File: config.mk
export PLATFORM = sky130hd
export DESIGN_NAME = fdu_ctrl
export DESIGN_NICKNAME = d
export VERILOG_FILES = /design/src/rtl/core/fdu_pkg.sv /design/src/rtl/core/fdu_ctrl.sv
export SDC_FILE = /design/constraint.sdc
export NUM_CORES = 1
export LEC_CHECK = 0
export ABC_AREA = 0
export BUFFER_PORTS_ARGS = -buffer_cell sky130_fd_sc_hd__buf_4
export CAP_MARGIN = 20
export CORE_AREA = 3 3 40 42
export DETAILED_ROUTE_END_ITERATION = 16
export DIE_AREA = 0 0 43 45
export GPL_TIMING_DRIVEN = 0
export PLACE_DENSITY = 0.65
export SLEW_MARGIN = 20
export SYNTH_ARGS = -nofsm -noshare
export SYNTH_HDL_FRONTEND = slang
export SYNTH_SLANG_ARGS = --single-unit
File: constraint.sdc
create_clock -name clock -period 1.1 [get_ports clock]
set_input_delay 0.22 -clock clock [delete_from_list [all_inputs] [get_ports clock]]
set_output_delay 0.22 -clock clock [all_outputs]
set_load 0.02 [all_outputs]
File: src/rtl/core/fdu_pkg.sv
// Shared types and constants for the flow de-duplication / uplink assignment block.
// Holds field widths, config register indexes, the controller state type and the
// command and status bundles between the controller and the datapath.
package fdu_pkg;

   // Parameter defaults
   localparam int DEF_NODES     = 1024;
   localparam int DEF_LEAVES    = 128;
   localparam int DEF_MAX_PORTS = 64;

   // Field widths
   localparam int NODE_W  = 10;
   localparam int PORTS_W = 7;
   localparam int HOSTS_W = 11;
   localparam int CSR_W   = 11;
   localparam int SIZE_W  = PORTS_W + HOSTS_W;  // leaf size, also holds NODES
   localparam int COUNT_W = 21;
   localparam int STEP_W  = $clog2(NODE_W + 1);

   localparam logic [COUNT_W-1:0]        COUNT_MAX = {COUNT_W{1'b1}};
   localparam logic signed [PORTS_W-1:0] PORT_NONE = -7'sd1;

   // Result kinds
   localparam logic KIND_FLOW  = 1'b0;
   localparam logic KIND_TOTAL = 1'b1;

   // Config register indexes
   localparam logic CSR_IDX_PORTS = 1'b0;
   localparam logic CSR_IDX_HOSTS = 1'b1;

   // Divisor select for the shared divider
   typedef enum logic [1:0] {
      DIV_NODE,
      DIV_LEAF,
      DIV_CNT
   } div_sel_type;

   typedef enum logic [3:0] {
      S_CLEAR,
      S_IDLE,
      S_MOD_GO,
      S_MOD_RUN,
      S_BM_RD,
      S_BM_CHK,
      S_LEAF_RUN,
      S_DECIDE,
      S_CNT_GO,
      S_CNT_RUN,
      S_EMIT,
      S_TOTAL
   } fdu_state_type;

   typedef struct packed {
      logic        load_item;
      logic        div_start;
      div_sel_type div_sel;
      logic        pair_load;
      logic        bm_rd;
      logic        bm_set;
      logic        leaf_load;
      logic        cnt_rd;
      logic        cnt_wr;
      logic        emit_flow;
      logic        emit_total;
      logic        sweep_en;
   } fdu_cmd_type;

   typedef struct packed {
      logic div_busy;
      logic bm_hit;
      logic need_cnt;
      logic sweep_last;
      logic out_free;
   } fdu_status_type;

endpackage

File: src/rtl/core/fdu_ctrl.sv
// Controller: sequences the clearing sweep, the divider passes, the bitmap
// read-modify-write, the counter update and the result load.
// Depends on fdu_pkg.
module fdu_ctrl
   import fdu_pkg::*;
(
   input  logic           clock,
   input  logic           reset,
   input  logic           req_valid,
   input  logic           req_cmd,
   output logic           req_ready,
   input  fdu_status_type status,
   output fdu_cmd_type    cmd
);

   fdu_state_type state_ff, state_in;

   always_ff @(posedge clock) begin
      if (reset) begin
         state_ff <= S_CLEAR;
      end else begin
         state_ff <= state_in;
      end
   end

   // Next state
   always_comb begin
      state_in = state_ff;
      unique case (state_ff)
         S_CLEAR:    if (status.sweep_last) state_in = S_IDLE;
         S_IDLE: begin
            if (req_valid) begin
               state_in = req_cmd ? S_TOTAL : S_MOD_GO;
            end
         end
         S_MOD_GO:   state_in = S_MOD_RUN;
         S_MOD_RUN:  if (!status.div_busy) state_in = S_BM_RD;
         S_BM_RD:    state_in = S_BM_CHK;
         S_BM_CHK:   state_in = status.bm_hit ? S_IDLE : S_LEAF_RUN;
         S_LEAF_RUN: if (!status.div_busy) state_in = S_DECIDE;
         S_DECIDE:   state_in = status.need_cnt ? S_CNT_GO : S_EMIT;
         S_CNT_GO:   state_in = S_CNT_RUN;
         S_CNT_RUN:  if (!status.div_busy) state_in = S_EMIT;
         S_EMIT:     if (status.out_free) state_in = S_IDLE;
         S_TOTAL:    if (status.out_free) state_in = S_CLEAR;
         default:    state_in = S_CLEAR;
      endcase
   end

   // Outputs
   always_comb begin
      cmd       = '0;
      req_ready = 1'b0;
      unique case (state_ff)
         S_CLEAR:    cmd.sweep_en = 1'b1;
         S_IDLE: begin
            req_ready     = 1'b1;
            cmd.load_item = req_valid;
         end
         S_MOD_GO: begin
            cmd.div_start = 1'b1;
            cmd.div_sel   = DIV_NODE;
         end
         S_MOD_RUN: begin
            // leaf pass starts as soon as the pair index is taken
            if (!status.div_busy) begin
               cmd.pair_load = 1'b1;
               cmd.div_start = 1'b1;
               cmd.div_sel   = DIV_LEAF;
            end
         end
         S_BM_RD:    cmd.bm_rd = 1'b1;
         S_BM_CHK:   cmd.bm_set = !status.bm_hit;
         S_LEAF_RUN: cmd.leaf_load = !status.div_busy;
         S_DECIDE:   cmd.cnt_rd = status.need_cnt;
         S_CNT_GO: begin
            cmd.div_start = 1'b1;
            cmd.div_sel   = DIV_CNT;
         end
         S_CNT_RUN: begin
            cmd.div_sel = DIV_CNT;
            cmd.cnt_wr  = !status.div_busy;
         end
         S_EMIT:     cmd.emit_flow = status.out_free;
         S_TOTAL:    cmd.emit_total = status.out_free;
         default:    cmd = '0;
      endcase
   end

endmodule

Word level (Yosys, flattened, before mapping)
Cells that the tools add are included.
W data, S select, Z words.
- flip-flop bits (word level): 4
- logic and storage cells: 50
- output and inout bits: 14
- equal/unequal tests: 18
- mux-type cells: 25
- reductions and logical operators: 6
- operators with widths (operator ; number):
    $pmux W4 S12 ; 1
    $mux W4 ; 9
    $eq A4 B3 Y1 const B ; 4
    $eq A4 B4 Y1 const B ; 4
    $ne A2 B2 Y1 const B ; 7
    $mux W1 ; 11
    $eq A4 B2 Y1 const B ; 2
    $reduce_and A7 Y1 ; 1
    $eq A4 B1 Y1 const B ; 1
    $logic_not A4 Y1 ; 1
    $pmux W2 S2 ; 1
    $reduce_or A2 Y1 ; 2
    $mux W3 ; 1
    $logic_not A1 Y1 ; 2
    $mux W2 ; 1
    $pmux W1 S2 ; 1

Depth between registers and ports, before layout
- depth in word-level cells: 3
- depth in mapped cells: 6
- mapped depth without buffers: 4

Least setup slack after synthesis
Ideal clock, no wire load.
- path type: flip-flop to output port
- from: register state_ff[1]
- to: output cmd[9] (netlist bit)
- data required time: 880 ps
- data arrival time: 1656 ps
- cell stages (with the launch flop): 5
- buffers on the path: 2
- slack: -776 ps
- cells stage by stage: dfxtp_1 buf_2 nand2_1 nor4_1 buf_4
- RTL lines (what ; line ; source):
    start: declaration ; fdu_ctrl.sv:16 ; fdu_state_type state_ff, state_in;
    start signal: assignment ; fdu_ctrl.sv:22 ; state_ff <= state_in;
    end: declaration ; fdu_ctrl.sv:13 ; output fdu_cmd_type cmd

==> flow_summary.ini <==
[layout]
top_register = state_ff
nFillCells = 62
antenna_cells = 0
synthToLayoutAreaGrowth_pct = 141
layout-drive-gt1-share_pct = 73.9
reg_top3 = state_ff (4)
largest_reg_flops = 4
finalNetCount = 122
final_area_mm2 = 0.00114

[outcome]
status = complete, but fails checks
violations = setup timing

[floorplanning]
die_area_mm2 = 0.00194
start_util_pct = 36.9
dieHeight_um = 45
fp-row-count = 13
io_pins = 23
core_mm2 = 0.00128
dieWidth_um = 43

[timing]
fin_crit_ns = 1.52
worst_pin_slew_ns = 0.298
setup_tns_ns = -5.95
drv_slew = 0
hold_viol = 0
finalSetupViolCount = 18
fin_crit_sh_pct = 138
skew_ns = 0.00766
rsz0062_at_grt = yes
fmax_mhz = 658
slew_headroom_pct = 80.0
fin_ws_ns = -0.421

[place]
port_buffers = 22
place.gp.congestion = 0.728
dpl_cell_area_um2 = 787
hpwlAfterDp_um = 1070

[synth]
synth_fp_nets = 76
avgSynthCellArea_um2 = 7.08
netlist_area_um2 = 474
yosysWarnings = 0
synth_seq_area_share_pct = 16.9
ys_ff_latch = 4
synthCells = 67
ys_types = 24

[critical_path]
critical_path.max_fanout = 6
crit_required_ns = 0.88
cp_slowest_cell = dfxtp_4
arrival_ns = 1.30
cp_cell_sequence = buf_12 -> nand2b_4 -> buf_12 -> nor3_4 -> buf_6
cp_common_cell = buf_12
startpoint_type = flop
crit_type = reg2out
max_stage_delay_ns = 0.35
cp-end-kind = output pin

[clock_tree]
clock_insertion_delay_worst_skew_ns = 0.24
cts-htree-levels = 1
clkSinkCount = 4
numCtsBuffers = 3
clkTransAtPathRegs_ns = 0.04
cts_tree = done
ctsHoldBuffers = 0
cts_root_buf = clkbuf_4
clockBufferDepth = 2

[grt]
grt_pass1_vias = 615
antenna_found_initial = 0
grt_max_degree = 11
grt_pass1_wl_um = 2770
gr-usage-all-layers_pct = 18.9
overflow = 0

[route]
route.detailed.drc = 0
wirelength_um = 2250
first_pass_iters = 4
drtAntennaViolNets = 0
wl_per_cell_um = 17.8
vias = 702
dr.first_iter.drc_count = 21
viasPerCell = 5.57

[power]
p_leak_nw = 0.491
vdd_drop_max_uv = 2320
p_per_area_mw_per_mm2 = 2800

[min_path]
hold_class = in2reg

[job]
maxCapViolations = 0
[through the flow]
stage / instances / worst slack [ns] / hold WS (ns) / power [mW] / utilization, %
after floorplan: 67 / -0.286 / 0.277 / 1.53 / -
after global placement: 104 / -0.309 / 0.408 / 1.94 / 61.2
after detailed placement: 104 / -0.307 / 0.407 / 1.95 / 61.2
after CTS: 113 / -0.435 / 0.165 / 2.58 / 75.7
after global routing: 126 / -0.458 / 0.179 / 3.38 / 88.9
final: 126 / -0.421 / 0.174 / 3.20 / 88.9
[path summary, 6_finish.rpt]
path,startpoint,end,slack (ns),cells past startpoint
max reg2reg,state_ff[2],state_ff[2],-0.32,6
max,state_ff[3],cmd[6],-0.42,5
min,reset,state_ff[3],0.17,2
min reg2reg,state_ff[3],state_ff[2],0.68,3
[final cells by class]
cell class / instances / area (um2) / area share [%]
Tap cell: 15 / 18.8 / 1.64
Buffer: 5 / 72.6 / 6.35
Timing Repair Buffer: 43 / 397 / 34.7
Sequential cell: 4 / 95.1 / 8.32
Clock buffer: 3 / 22.5 / 1.97
Multi-Input combinational cell: 56 / 537 / 47.0
[synth_stat cells]
cell      count  area, um2
nand3b_1      2       15.0
mux2i_1       4       40.0
o22a_1        1       8.76
buf_4         2       15.0
a21oi_1       4       20.0
nand2b_1      8       50.1
dfxtp_1       4       80.1
and4bb_1      1       12.5
nor4_1        3       18.8
o31ai_1       1       7.51
o21ai_0       2       10.0
nand2_1       5       18.8
nor3_1        7       35.0
nor2_1        7       26.3
a211oi_2      1       12.5
nor3b_1       1       7.51
a22oi_2       1       12.5
nand2_2       1       6.26
xnor2_1       1       8.76
o32a_1        1       10.0
a21o_1        1       7.51
and2_1        3       18.8
buf_2         5       25.0
o21a_1        1       7.51
[repair_timing]
action | in CTS | in global routing
gates resized for setup | 27 | 16
gates cloned | 0 | 0
setup endpoints to repair | 18 | 18
pin swaps | 6 | 7
setup buffers | 7 | 14
[power by group]
group          internal [mW]  switching [mW]  leakage (nW)
registers              0.242           0.128        0.0356
clock network          0.122          0.0604        0.0138
logic                   1.40            1.25         0.441
total                   1.77            1.44         0.491
[layout by cell type (no fill, tap or decap), types with 2 or more instances in the layout]
cell type,instances
a21oi_1,3
buf_6,13
buf_8,3
nor2_2,2
buf_4,29
nand2_1,4
clkbuf_4,3
nor4_4,2
nand3b_1,2
nand2b_4,4
and2_4,2
nand2b_1,3
mux2i_1,4
dfxtp_4,4
nor2_1,3
nor3_4,5
nor2_4,2
buf_12,3
[layer usage]
| layer | global-route usage [%] | wire length [um] | vias to the layer above | part of all wire [%] |
|---|---|---|---|---|
| met3 | 5.98 | 117 | 2 | 5.2 |
| met1 | 24.3 | 959 | 338 | 43 |
| met4 | 4.22 | 8 | 0 | 0.36 |
| met5 | 0 | 0 | - | 0 |
| li1 | - | - | 335 | - |
| met2 | 31.1 | 1160 | 27 | 52 |
[critical path, delay by kind of cell, from the launching register on]
kind                   cells  cell delay, ns
buffers and inverters      3            0.41
flip-flops                 1            0.35
AND/OR/NAND/NOR            2            0.31
[cell families (layout without fill, tap and decap cells)]
| logic type | count (synthesis) | after routing | synth area share (%) |
|---|---|---|---|
| AO/OA/AOI/OAI | 13 | 13 | 20.3 |
| XOR/XNOR | 1 | 1 | 1.85 |
| buffers and inverters | 7 | 51 | 8.44 |
| flip-flops | 4 | 4 | 16.9 |
| multiplexers | 4 | 4 | 8.44 |
| AND/OR/NAND/NOR | 38 | 38 | 44.1 |
(Power assumes the default switching activity.)
